### src/rtl/quality_context_model_index_assert.svh
// assertion macros for the quality context model index block
// expects clk and rst_n in the scope of each use
`ifndef QUALITY_CONTEXT_MODEL_INDEX_ASSERT_SVH
`define QUALITY_CONTEXT_MODEL_INDEX_ASSERT_SVH

// antecedent holds in the same cycle as the consequent
`define QCMI_ASSERT_IMP(lbl, ante, cons, msg) \
  lbl: assert property (@(posedge clk) disable iff (!rst_n) (ante) |-> (cons)) \
    else $error(msg);

// consequent holds in the cycle after the antecedent
`define QCMI_ASSERT_NXT(lbl, ante, cons, msg) \
  lbl: assert property (@(posedge clk) disable iff (!rst_n) (ante) |=> (cons)) \
    else $error(msg);

`endif

### src/rtl/qcmi_pkg.sv
// shared types, constants and helpers of the quality context model index block
// no dependencies
package qcmi_pkg;

  localparam int MODEL_W  = 22;
  localparam int SYMBOL_W = 6;
  localparam int QUAL_W   = 6;
  localparam int BASE_W   = 3;
  localparam int CFG_IDX_W = 2;
  localparam int CFG_DATA_W = 8;

  // register indexes of the configuration port
  localparam logic [CFG_IDX_W-1:0] CFG_MIN_QUALITY  = 2'd0;
  localparam logic [CFG_IDX_W-1:0] CFG_ALIGNED_MODE = 2'd1;

  localparam logic [7:0] MIN_QUALITY_RST = 8'd33;

  // base letters and their codes
  localparam logic [7:0] CHAR_T = 8'h54;
  localparam logic [7:0] CHAR_C = 8'h43;
  localparam logic [7:0] CHAR_G = 8'h47;
  localparam logic [7:0] CHAR_N = 8'h4e;

  localparam logic [BASE_W-1:0] BASE_A = 3'd0;
  localparam logic [BASE_W-1:0] BASE_T = 3'd1;
  localparam logic [BASE_W-1:0] BASE_C = 3'd2;
  localparam logic [BASE_W-1:0] BASE_G = 3'd3;
  localparam logic [BASE_W-1:0] BASE_N = 3'd4;

  typedef struct packed {
    logic [7:0] base_char;
    logic [7:0] raw_quality;
    logic       read_start;
    logic [1:0] mean_class;
  } in_item_t;

  typedef struct packed {
    logic [MODEL_W-1:0]  model_number;
    logic [SYMBOL_W-1:0] code_symbol;
    logic                last_request;
  } out_item_t;

  // partial model terms and symbols handed from the context stage to the emit stage
  typedef struct packed {
    logic [MODEL_W-1:0]  term_a;
    logic [MODEL_W-1:0]  term_b;
    logic [MODEL_W-1:0]  term_c;
    logic [MODEL_W-1:0]  mean_off;
    logic                escape;
    logic [SYMBOL_W-1:0] symbol;
    logic [QUAL_W-1:0]   quality;
  } terms_t;

  function automatic logic [BASE_W-1:0] base_code(input logic [7:0] c);
    logic [BASE_W-1:0] code;
    unique case (c)
      CHAR_T:  code = BASE_T;
      CHAR_C:  code = BASE_C;
      CHAR_G:  code = BASE_G;
      CHAR_N:  code = BASE_N;
      default: code = BASE_A;
    endcase
    return code;
  endfunction

  // shared escape model, four blocks up in aligned mode
  function automatic logic [MODEL_W-1:0] escape_model(input logic [MODEL_W-1:0] block,
                                                      input logic aligned);
    return aligned ? {block[MODEL_W-3:0], 2'b00} : block;
  endfunction

endpackage

### src/rtl/quality_context_model_index.sv
// top level of the quality context model index block: input register, config, stages
// depends on qcmi_pkg, qcmi_ctx, qcmi_emit and quality_context_model_index_assert.svh
`include "quality_context_model_index_assert.svh"

// Takes one base and quality byte per transfer and emits coding requests (model number,
// symbol) for a context-modelling quality coder. Items flow through an input register,
// a context stage that holds the read history, and the output register; the first
// request is valid once the input, context and output registers have each taken it. An
// item whose quality is above the escape threshold gives one request and the block
// sustains one item per cycle while out_ready is high; a low-quality item gives an escape
// request and then the quality in the shared escape model, both from the output register
// at one transfer per cycle while out_ready is high. Configuration (min_quality at index
// 0, aligned_mode at index 1) must be written only while idle, not enforced by the block.
module quality_context_model_index #(
  parameter int QUALITY_SYMBOLS = 38,
  parameter int TOP_SYMBOL      = 45
) (
  input  logic                                clk,
  input  logic                                rst_n,
  input  logic                                in_valid,
  output logic                                in_ready,
  input  qcmi_pkg::in_item_t                  in_data,
  output logic                                out_valid,
  input  logic                                out_ready,
  output qcmi_pkg::out_item_t                 out_data,
  input  logic                                cfg_valid,
  output logic                                cfg_ready,
  input  logic [qcmi_pkg::CFG_IDX_W-1:0]      cfg_index,
  input  logic [qcmi_pkg::CFG_DATA_W-1:0]     cfg_data
);
  import qcmi_pkg::*;

  localparam int S = QUALITY_SYMBOLS;
  localparam logic [MODEL_W-1:0] BLOCK = 22'(S * S * S * 16);

  logic [7:0] min_q_r;
  logic       aligned_r;
  logic       s0_valid_r;
  in_item_t   s0_item_r;
  logic       ctx_ready;
  logic       terms_valid;
  terms_t     terms;
  logic       terms_ready;
  logic [MODEL_W-1:0] esc_model_chk;

  assign cfg_ready = 1'b1;
  assign in_ready  = !s0_valid_r || ctx_ready;
  assign esc_model_chk = escape_model(BLOCK, aligned_r);

  always_ff @(posedge clk) begin
    if (!rst_n) begin
      min_q_r   <= MIN_QUALITY_RST;
      aligned_r <= 1'b0;
    end else if (cfg_valid && cfg_ready) begin
      unique case (cfg_index)
        CFG_MIN_QUALITY:  min_q_r   <= cfg_data;
        CFG_ALIGNED_MODE: aligned_r <= cfg_data[0];
        default: ;
      endcase
    end
  end

  always_ff @(posedge clk) begin
    if (!rst_n) begin
      s0_valid_r <= 1'b0;
    end else if (in_valid && in_ready) begin
      s0_valid_r <= 1'b1;
    end else if (ctx_ready) begin
      s0_valid_r <= 1'b0;
    end
  end

  always_ff @(posedge clk) begin
    if (in_valid && in_ready) s0_item_r <= in_data;
  end

  qcmi_ctx #(
    .QUALITY_SYMBOLS(QUALITY_SYMBOLS),
    .TOP_SYMBOL     (TOP_SYMBOL)
  ) u_ctx (
    .clk         (clk),
    .rst_n       (rst_n),
    .item_valid  (s0_valid_r),
    .item        (s0_item_r),
    .item_ready  (ctx_ready),
    .min_quality (min_q_r),
    .aligned_mode(aligned_r),
    .terms_valid (terms_valid),
    .terms       (terms),
    .terms_ready (terms_ready)
  );

  qcmi_emit #(
    .QUALITY_SYMBOLS(QUALITY_SYMBOLS)
  ) u_emit (
    .clk         (clk),
    .rst_n       (rst_n),
    .terms_valid (terms_valid),
    .terms       (terms),
    .terms_ready (terms_ready),
    .aligned_mode(aligned_r),
    .out_valid   (out_valid),
    .out_data    (out_data),
    .out_ready   (out_ready)
  );

  // an escape transfer is always followed by the quality in the escape model
  `QCMI_ASSERT_NXT(a_escape_follow, out_valid && out_ready && !out_data.last_request, out_valid && out_data.last_request && (out_data.model_number == esc_model_chk), "escape not followed by escape model request")
  `QCMI_ASSERT_IMP(a_escape_symbol, out_valid && !out_data.last_request, out_data.code_symbol == '0, "escape request with nonzero symbol")
  // the input register only blocks while it holds an item the context stage cannot take
  `QCMI_ASSERT_IMP(a_in_block, !in_ready, s0_valid_r && !ctx_ready, "input stalled with empty input register")

endmodule

### src/rtl/qcmi_ctx.sv
// context stage: quality normalisation, read history and model term selection
// depends on qcmi_pkg
module qcmi_ctx #(
  parameter int QUALITY_SYMBOLS = 38,
  parameter int TOP_SYMBOL      = 45
) (
  input  logic               clk,
  input  logic               rst_n,
  input  logic               item_valid,
  input  qcmi_pkg::in_item_t item,
  output logic               item_ready,
  input  logic [7:0]         min_quality,
  input  logic               aligned_mode,
  output logic               terms_valid,
  output qcmi_pkg::terms_t   terms,
  input  logic               terms_ready
);
  import qcmi_pkg::*;

  localparam int S   = QUALITY_SYMBOLS;
  localparam int THR = TOP_SYMBOL - QUALITY_SYMBOLS - 1;
  localparam logic [7:0]         QMAX   = 8'(TOP_SYMBOL - 1);
  localparam logic signed [7:0]  THR_S  = 8'(THR);
  localparam logic [MODEL_W-1:0] K_20   = 22'd20;
  localparam logic [MODEL_W-1:0] K_60   = 22'd60;
  localparam logic [MODEL_W-1:0] K_S20  = 22'(S * 20);
  localparam logic [MODEL_W-1:0] K_S60  = 22'(S * 60);
  localparam logic [MODEL_W-1:0] OFF_P1 = 22'd5;
  localparam logic [MODEL_W-1:0] OFF_P2 = 22'(5 + S * 20);
  localparam logic [MODEL_W-1:0] OFF_P3 = 22'(5 + S * 20 + S * S * 20);
  localparam logic [MODEL_W-1:0] BLOCK  = 22'(S * S * S * 16);

  logic [BASE_W-1:0] prev_base_r;
  logic [QUAL_W-1:0] qual_r [4];
  logic [2:0]        pos_r;
  logic              valid_r;
  terms_t            terms_r;

  logic [BASE_W-1:0]  j0, pb;
  logic [7:0]         diff;
  logic [QUAL_W-1:0]  qn, q1, q2, q3, q4, bmax;
  logic [2:0]         pos_eff;
  logic [4:0]         g1;
  logic [1:0]         cflag;
  logic               take;
  terms_t             terms_nxt;

  assign item_ready  = !valid_r || terms_ready;
  assign take        = item_valid && item_ready;
  assign terms_valid = valid_r;
  assign terms       = terms_r;

  always_comb begin
    j0   = base_code(item.base_char);
    diff = item.raw_quality - min_quality;
    if (item.raw_quality < min_quality) begin
      qn = '0;
    end else if (diff > QMAX) begin
      qn = QMAX[QUAL_W-1:0];
    end else begin
      qn = diff[QUAL_W-1:0];
    end

    // a read start sees an empty history
    if (item.read_start) begin
      pos_eff = '0;
      pb = '0;
      q1 = '0;
      q2 = '0;
      q3 = '0;
      q4 = '0;
    end else begin
      pos_eff = pos_r;
      pb = prev_base_r;
      q1 = qual_r[0];
      q2 = qual_r[1];
      q3 = qual_r[2];
      q4 = qual_r[3];
    end

    g1   = ({2'b00, j0} << 2) + {2'b00, j0} + {2'b00, pb};
    bmax = (q2 > q3) ? q2 : q3;
    // at position three the third-previous quality stands in for the fourth
    cflag = 2'd0;
    if (q2 == q3) cflag = 2'd1;
    if (pos_eff == 3'd3 || q3 == q4) cflag = 2'd2;

    terms_nxt.term_a = '0;
    terms_nxt.term_b = '0;
    terms_nxt.term_c = '0;
    if (j0 != BASE_N) begin
      case (pos_eff)
        3'd0: begin
          terms_nxt.term_c = {19'd0, j0} + 22'd1;
        end
        3'd1: begin
          terms_nxt.term_a = {16'd0, q1} * K_20;
          terms_nxt.term_c = {17'd0, g1} + OFF_P1;
        end
        3'd2: begin
          terms_nxt.term_a = {16'd0, q1} * K_S20;
          terms_nxt.term_b = {16'd0, q2} * K_20;
          terms_nxt.term_c = {17'd0, g1} + OFF_P2;
        end
        default: begin
          terms_nxt.term_a = {16'd0, q1} * K_S60;
          terms_nxt.term_b = {16'd0, bmax} * K_60;
          terms_nxt.term_c = {20'd0, cflag} * K_20 + {17'd0, g1} + OFF_P3;
        end
      endcase
    end
    terms_nxt.mean_off = aligned_mode ? {20'd0, item.mean_class} * BLOCK : '0;
    terms_nxt.escape   = $signed({2'b00, qn}) <= THR_S;
    terms_nxt.symbol   = 6'($signed({2'b00, qn}) - THR_S);
    terms_nxt.quality  = qn;
  end

  always_ff @(posedge clk) begin
    if (!rst_n) begin
      valid_r     <= 1'b0;
      prev_base_r <= '0;
      pos_r       <= '0;
      for (int i = 0; i < 4; i++) qual_r[i] <= '0;
    end else begin
      if (take) begin
        valid_r     <= 1'b1;
        prev_base_r <= j0;
        qual_r[0]   <= qn;
        qual_r[1]   <= q1;
        qual_r[2]   <= q2;
        qual_r[3]   <= q3;
        if (pos_eff < 3'd4) pos_r <= pos_eff + 3'd1;
        else pos_r <= pos_eff;
      end else if (terms_ready) begin
        valid_r <= 1'b0;
      end
    end
  end

  always_ff @(posedge clk) begin
    if (take) terms_r <= terms_nxt;
  end

endmodule

### src/rtl/qcmi_emit.sv
// emit stage: final model sum in the output register, one or two requests per item
// depends on qcmi_pkg
module qcmi_emit #(
  parameter int QUALITY_SYMBOLS = 38
) (
  input  logic                clk,
  input  logic                rst_n,
  input  logic                terms_valid,
  input  qcmi_pkg::terms_t    terms,
  output logic                terms_ready,
  input  logic                aligned_mode,
  output logic                out_valid,
  output qcmi_pkg::out_item_t out_data,
  input  logic                out_ready
);
  import qcmi_pkg::*;

  localparam int S = QUALITY_SYMBOLS;
  localparam logic [MODEL_W-1:0] BLOCK = 22'(S * S * S * 16);

  logic                valid_r;
  logic                phase_r;
  logic                esc_r;
  logic [MODEL_W-1:0]  model_r;
  logic [SYMBOL_W-1:0] sym_r;
  logic [QUAL_W-1:0]   qual_r;
  logic                last_beat;
  logic                load;

  assign last_beat   = !esc_r || phase_r;
  assign terms_ready = !valid_r || (out_ready && last_beat);
  assign load        = terms_valid && terms_ready;

  assign out_valid = valid_r;
  always_comb begin
    if (phase_r) begin
      out_data.model_number = escape_model(BLOCK, aligned_mode);
      out_data.code_symbol  = qual_r;
    end else begin
      out_data.model_number = model_r;
      out_data.code_symbol  = sym_r;
    end
    out_data.last_request = last_beat;
  end

  always_ff @(posedge clk) begin
    if (!rst_n) begin
      valid_r <= 1'b0;
      phase_r <= 1'b0;
    end else if (load) begin
      valid_r <= 1'b1;
      phase_r <= 1'b0;
    end else if (valid_r && out_ready) begin
      // first transfer of an escape moves on to the escape model
      if (last_beat) valid_r <= 1'b0;
      else phase_r <= 1'b1;
    end
  end

  always_ff @(posedge clk) begin
    if (load) begin
      esc_r   <= terms.escape;
      model_r <= terms.term_a + terms.term_b + terms.term_c + terms.mean_off;
      sym_r   <= terms.escape ? '0 : terms.symbol;
      qual_r  <= terms.quality;
    end
  end

endmodule
### config.mk
export PLATFORM = sky130hd
export DESIGN_NAME = quality_context_model_index
export DESIGN_NICKNAME = d
export VERILOG_FILES = /design/src/rtl/qcmi_pkg.sv /design/src/rtl/quality_context_model_index.sv /design/src/rtl/qcmi_ctx.sv /design/src/rtl/qcmi_emit.sv
export VERILOG_INCLUDE_DIRS = /design/src /design/src/rtl
export SDC_FILE = /design/constraint.sdc
export NUM_CORES = 1
export LEC_CHECK = 0
export ABC_AREA = 1
export BUFFER_PORTS_ARGS = -buffer_cell sky130_fd_sc_hd__buf_2
export CORE_AREA = 4 4 165 167
export DETAILED_ROUTE_END_ITERATION = 12
export DIE_AREA = 0 0 169 171
export GPL_TIMING_DRIVEN = 0
export PLACE_DENSITY_LB_ADDON = 0.2
export SYNTH_ARGS = -nofsm -noshare
export SYNTH_HDL_FRONTEND = slang
export SYNTH_SLANG_ARGS = --single-unit
### constraint.sdc
create_clock -name clk -period 5 [get_ports clk]
set_clock_uncertainty 0.15 [all_clocks]
set_input_delay 0.5 -clock clk [delete_from_list [all_inputs] [get_ports clk]]
set_output_delay 0.5 -clock clk [all_outputs]
set_load 0.05 [all_outputs]
# Word-level counts from Yosys, hierarchy flattened

Memory sizes are Yosys's and may differ from the RTL's.
Index checks and enable logic that the tools add are counted.

Order comparisons: 5
Multiplexer cells: 33
Add/sub/neg operators: 13
$mul: 7
Shift-type cells: 0
Equal/unequal tests: 11
Reduce and logical (&&, ||, !) cells: 26
Bitwise logic cells: 6
Divide/modulo/power cells: 0

Operators with widths:

| cell                                                                            | count |
|---|---|
| 22-bit adder                                                                    | 3 |
| 6-bit two-way mux                                                               | 11 |
| 22-bit case mux with 3 select lines                                             | 1 |
| 18-bit case mux with 3 select lines                                             | 1 |
| 8-bit by 7-bit equality test with 1-bit output, second input constant           | 4 |
| 28-bit two-way mux                                                              | 1 |
| 12-bit case mux with 2 select lines                                             | 1 |
| 22-bit by 15-bit adder with 22-bit output, second input constant                | 1 |
| 22-bit two-way mux                                                              | 1 |
| 6-bit by 3-bit multiplier with 9-bit output, second input constant              | 2 |
| 2-bit by 13-bit multiplier with 15-bit output, second input constant            | 1 |
| 6-bit by 9-bit multiplier with 15-bit output, second input constant             | 1 |
| 6-bit by 7-bit multiplier with 13-bit output, second input constant             | 1 |
| 6-bit equality test                                                             | 2 |
| 1-bit two-way mux                                                               | 12 |
| 3-bit case mux with 4 select lines                                              | 1 |
| 5-bit by 10-bit adder with 11-bit output, second input constant                 | 1 |
| 5-bit by 3-bit adder with 5-bit output                                          | 2 |
| 6-bit by 4-bit multiplier with 10-bit output, second input constant             | 1 |
| 3-bit two-way mux                                                               | 3 |
| 7-bit by 5-bit adder with 8-bit output                                          | 1 |
| 8-bit by 6-bit greater-than comparator with 1-bit output, second input constant | 1 |
| 8-bit less-than comparator                                                      | 1 |
| 2-bit AND reduction                                                             | 4 |
| other kinds (23)                                                                | 43 |

RAM bits: 24
Memories kept: 1
ROM bits: 0
Logic and storage cells: 126
Bits in latches: 0
Output and inout port bits: 32
Register bits after elaboration: 174
Input bits: 34

Memories:

| name         | words | width | rd ports | clocked after memory_dff | write ports | RTL line       | RTL |
|---|---|---|---|---|---|---|---|
| u_ctx.qual_r | 4     | 6     | 4        | 0                        | 4           | qcmi_ctx.sv:34 | `logic [QUAL_W-1:0] qual_r [4];` |

# Logic depth before layout (Yosys ltp)

Word-level depth: 10
Mapped depth: 30
Depth with buffers taken out: 28

# Modules after synthesis

A second synthesis with hierarchy kept.

Cell total of the unflattened synthesis: 1,598
Area total of the unflattened synthesis: 13,312.8 sq um

By module, submodules not included:

| module                      | times used | area an instance (sq um) | seq. area each (sq um) | cells an instance |
|---|---|---|---|---|
| qcmi_ctx                    | 1          | 8,099.0                  | 2,542.4                | 957 |
| qcmi_emit                   | 1          | 4,177.8                  | 1,091.0                | 556 |
| quality_context_model_index | 1          | 1,036.0                  | 770.7                  | 85 |

# Worst setup path after synthesis

No wires, ideal clock.

Path kind: reg2reg
From: register s0_item_r[2] in the netlist's numbering
To: register u_ctx.terms_r (netlist bit u_ctx.terms[67]), data pin
Stages on the path, launching flop included: 28
Path slack: -0.252 ns
Path buffers: 3
Clock period less this slack: 5.252 ns
Arrival time: 4.843 ns
Setup time: 0.259 ns
Required time: 4.591 ns
Path through: edfxtp_1 -> clkbuf_1 -> buf_1 -> nor2_1 -> inv_1 -> ha_1 -> a21oi_1 -> o21ai_0 -> a21oi_1 -> nor2_1 -> o21bai_1 -> clkbuf_1 -> nand2_1 -> o21ai_0 -> inv_1 -> fa_1 -> inv_1 -> fa_1 -> inv_1 -> ha_1 -> inv_1 -> o31ai_1 -> inv_1 -> nor2_1 -> o21ai_0 -> nand2_1 -> a21oi_1 -> or2_1

Word-level cells in the longest chain between the ends: 5
Elaborated cells on any way between the ends: 12
Those cells by class: mul (2); order compare (1); eq/ne (2); mux (5); reduce/logical (2)

Ends and longest elaborated chain:

| element                                      | RTL line                          | RTL |
|---|---|---|
| start: declaration                           | quality_context_model_index.sv:39 | `in_item_t s0_item_r;` |
| start signal: assignment                     | quality_context_model_index.sv:74 | `if (in_valid && in_ready) s0_item_r <= in_data;` |
| 6-bit two-way mux                            | qcmi_ctx.sv:65                    | `if (item.read_start) begin` |
| 6-bit greater-than comparator                | qcmi_ctx.sv:82                    | `bmax = (q2 > q3) ? q2 : q3;` |
| 6-bit two-way mux                            | qcmi_ctx.sv:82                    |  |
| 6-bit by 4-bit multiplier with 10-bit output | qcmi_ctx.sv:107                   | `terms_nxt.term_b = {16'd0, bmax} * K_60;` |
| 12-bit case mux with 2 select lines *        | qcmi_ctx.sv:92                    | `case (pos_eff)` |
| end signal: assignment                       | qcmi_ctx.sv:141                   | `if (take) terms_r <= terms_nxt;` |
| end: declaration                             | qcmi_ctx.sv:37                    | `terms_t terms_r;` |

Mark *: on every way between the ends. The rest lies on a longest branch, timed or not.
A chain may end at the register's enable or synchronous reset.

# Worst setup path after layout

From: register s0_item_r[2] in the netlist's numbering
To: register u_ctx.terms_r (netlist bit u_ctx.terms[68]), data pin

Same word-level chain as after synthesis.

==> metrics.txt <==
total nets after synthesis=1,441; initial antenna violation count=0; EDFF count, synth=134; number of warning messages in the yosys log=0; Cells after DPL=1,622; number of cell rows=59; Mapped Area=11,200 sq um; Crit Path Class=register to register; cell types occupying the most area after synthesis=sky130_fd_sc_hd__edfxtp_1 (36%), sky130_fd_sc_hd__ha_1 (15%), sky130_fd_sc_hd__fa_1 (8.9%); count of mapped cells out of synthesis=1,222; setup repair after global routing missed its margin=yes; H-tree levels=4; clock buffer count from CTS=17; WL per Instance=15.3 microns; final hold viol count=0; wire length of the first global-routing pass=42,300 microns; post-route clock period utilization=98.2%; GRT Total Usage=18.5%; worst relative slew slack=19.6%; first-pass iteration count of the detailed router=5; count of nets after finishing=1,549; Hold-fix buffers, CTS=0; I/O pin count=66; routability congestion estimate from global placement=0.894; number of antenna cells inserted=0; height of the chip=171 microns; type of element capturing the critical path=register; WL final=25,700 microns; area share of the leading cell type in the synthesized netlist=35.9%; routed via count divided by cell count=5.02; port buffer count=64; DRC=0; count of nets left with antenna violations after detail routing=0; detailed placer's ending HPWL=19,600 microns; final critical path time including I/O delays and setup=4.91 ns; Place WS=-0.769 ns; final setup violation count=0; Post-Route Hold Slack=0.0884 ns; leakage power=6.20 nW; cell type with the largest total area after synthesis=sky130_fd_sc_hd__edfxtp_1; die area=28,900 sq um; power per standard cell area=305 nW/um^2; average size of a mapped cell=9.18 sq um; type of the worst min-delay path=input pin to register; maximum fanout count along the critical path=7; maximum number of pins on one net before global-route repair=59; starting density of the core=43.5%; number of fill cells=2,420; Final Max Slew Viols=0; top flip-flop cell by instance count after synthesis=sky130_fd_sc_hd__edfxtp_1; number of global-route vias before repair=8,370; worst setup slack after layout=0.0877 ns; Std-Cell Core Area=25,800 sq um; transition time of the tightest slew-check pin=1.20 ns; post-synthesis to final-layout area growth=15.6%; outcome=finished, final reports clean; startpoint kind of the worst setup timing path=register; arrival time of data at the critical path endpoint=4.94 ns; max-cap violations=0; Crit path required time=5.03 ns; die outline width=169 microns; Finished Layout Cells=1,676; TritonCTS clock tree=done; share of the yosys chip area belonging to registers=39.3%; total congestion overflow=0; number of unique standard cell types used by synthesis=55; Total Power=3.95 mW; root cell of the clock tree=sky130_fd_sc_hd__clkbuf_16; most frequent cells in the layout=sky130_fd_sc_hd__inv_1 (215), sky130_fd_sc_hd__nand2_1 (203), sky130_fd_sc_hd__edfxtp_1 (134); most frequent standard cell in the layout excluding fill and tap cells=sky130_fd_sc_hd__inv_1; post-synthesis async set-or-reset flop share=0%; Clock Path Buffers=2; maximum vdd ir drop=0.000281 V; highest attainable clock frequency=204 MHz; total number of vias=8,411; Sink Count=153; synthesized flop and latch total=153; CTS clock-pin slew for the worst setup and hold paths=0.07 ns; later-pin clock latency in the skew report=0.43 ns; Util after Layout=50.3%; fraction of layout instances using a drive strength above 1=16.8%; Initial DRC Count=642
==> kinds of logic after synthesis <==
family                   share of synthesized area [%]
AND/OR/NAND/NOR                                   15.8
buffers and inverters                             8.85
AO/OA/AOI/OAI                                     9.42
adder cells (fa/ha/maj)                           24.0
flip-flops                                        39.3
XOR/XNOR                                          2.62
other                                           0.0334
==> timing repair <==
item / CTS / global route
buffers inserted: 9 / 14
gates resized for setup: 37 / 36
cloned: 1 / 0
pin swaps: 6 / 27
setup endpoints to repair: 15 / 11
==> cells in the mapped netlist (13+ instances only) <==
cell                       count
sky130_fd_sc_hd__nand2_1     208
sky130_fd_sc_hd__ha_1        135
sky130_fd_sc_hd__dfxtp_1      19
sky130_fd_sc_hd__o21ai_0      50
sky130_fd_sc_hd__nor3_1       15
sky130_fd_sc_hd__fa_1         50
sky130_fd_sc_hd__edfxtp_1    134
sky130_fd_sc_hd__nand3_1      39
sky130_fd_sc_hd__nor2_1       90
sky130_fd_sc_hd__xor2_1       20
sky130_fd_sc_hd__inv_2        15
sky130_fd_sc_hd__nand4_1      13
sky130_fd_sc_hd__a21oi_1      85
sky130_fd_sc_hd__inv_1       226
==> layout make-up <==
type | count | area, sq um | area share (%)
Multi-Input combinational cell | 809 | 6040 | 46.6
Inverter | 244 | 923 | 7.12
Tap cell | 335 | 419 | 3.23
Buffer | 16 | 111 | 0.859
Sequential cell | 153 | 4400 | 34.0
Clock buffer | 20 | 447 | 3.44
Timing Repair Buffer | 89 | 522 | 4.02
Clock inverter | 10 | 100 | 0.772
==> power breakdown <==
part / internal, mW / switching (mW)
Combinational: 0.450 / 0.745
Clock: 0.697 / 0.537
Sequential: 1.49 / 0.0309
==> metal layers <==
| metal | part of all wire (%) | wire length, microns | track usage [%] |
|---|---|---|---|
| met4 | 2.3 | 598 | 6.20 |
| met5 | 0 | 0 | 0 |
| met1 | 45 | 11600 | 25.4 |
| met2 | 47 | 12100 | 30.7 |
| met3 | 5.2 | 1330 | 2.47 |
==> registers in the layout (all words and copies together) (netlist names) <==
register,cells
aligned_r,1
min_q_r,8
s0_item_r,19
s0_valid_r,1
u_ctx.pos_r,3
u_ctx.prev_base_r,3
u_ctx.qual_r,24
u_ctx.terms,56
u_ctx.terms_valid,1
u_emit.esc_r,1
u_emit.model_r,22
u_emit.out_valid,1
u_emit.phase_r,1
u_emit.qual_r,6
u_emit.sym_r,6
==> final timing paths <==
kind / start / depth (start not counted) / slack [ns] / endpoint
worst max-delay path: s0_item_r[2] / 26 / 0.09 / u_ctx.terms[68]
worst min-delay path: in_data[7] / 1 / 0.09 / s0_item_r[7]
worst max register to register: s0_item_r[2] / 26 / 0.09 / u_ctx.terms[68]
worst min register to register: u_ctx.terms[35] / 0 / 0.27 / u_emit.model_r[0]
==> metrics by stage <==
| stage | setup TNS, ns | cell area (sq um) |
|---|---|---|
| 3_3_place_gp | -6.61 | 12000 |
| 2_1_floorplan | 0 | 11200 |
| 6_report | 0 | 13000 |
| 4_1_cts | 0 | 12700 |
| 3_5_place_dp | -6.68 | 12000 |
| 5_1_grt | -0.384 | 13000 |
==> worst max-delay path, cell delays in order (launching register included) <==
cell and delay (ns):
sky130_fd_sc_hd__edfxtp_1 0.42, sky130_fd_sc_hd__buf_8 0.17, sky130_fd_sc_hd__buf_4 0.15, sky130_fd_sc_hd__nor2_2 0.11, sky130_fd_sc_hd__inv_2 0.07, sky130_fd_sc_hd__ha_4 0.26, sky130_fd_sc_hd__nand2_2 0.07, sky130_fd_sc_hd__o21ai_1 0.14
sky130_fd_sc_hd__a21oi_1 0.08, sky130_fd_sc_hd__nor2_1 0.15, sky130_fd_sc_hd__o21bai_2 0.11, sky130_fd_sc_hd__clkbuf_8 0.17, sky130_fd_sc_hd__o21ai_2 0.17, sky130_fd_sc_hd__inv_2 0.09, sky130_fd_sc_hd__fa_1 0.51, sky130_fd_sc_hd__fa_1 0.59
sky130_fd_sc_hd__ha_1 0.25, sky130_fd_sc_hd__a21oi_2 0.13, sky130_fd_sc_hd__o21bai_1 0.08, sky130_fd_sc_hd__a21oi_1 0.16, sky130_fd_sc_hd__nor2_1 0.06, sky130_fd_sc_hd__nor2_1 0.13, sky130_fd_sc_hd__nor2_1 0.05, sky130_fd_sc_hd__inv_1 0.07
sky130_fd_sc_hd__nand2_1 0.07, sky130_fd_sc_hd__a21oi_2 0.16, sky130_fd_sc_hd__a21oi_1 0.08
(Power assumes the default switching activity.)
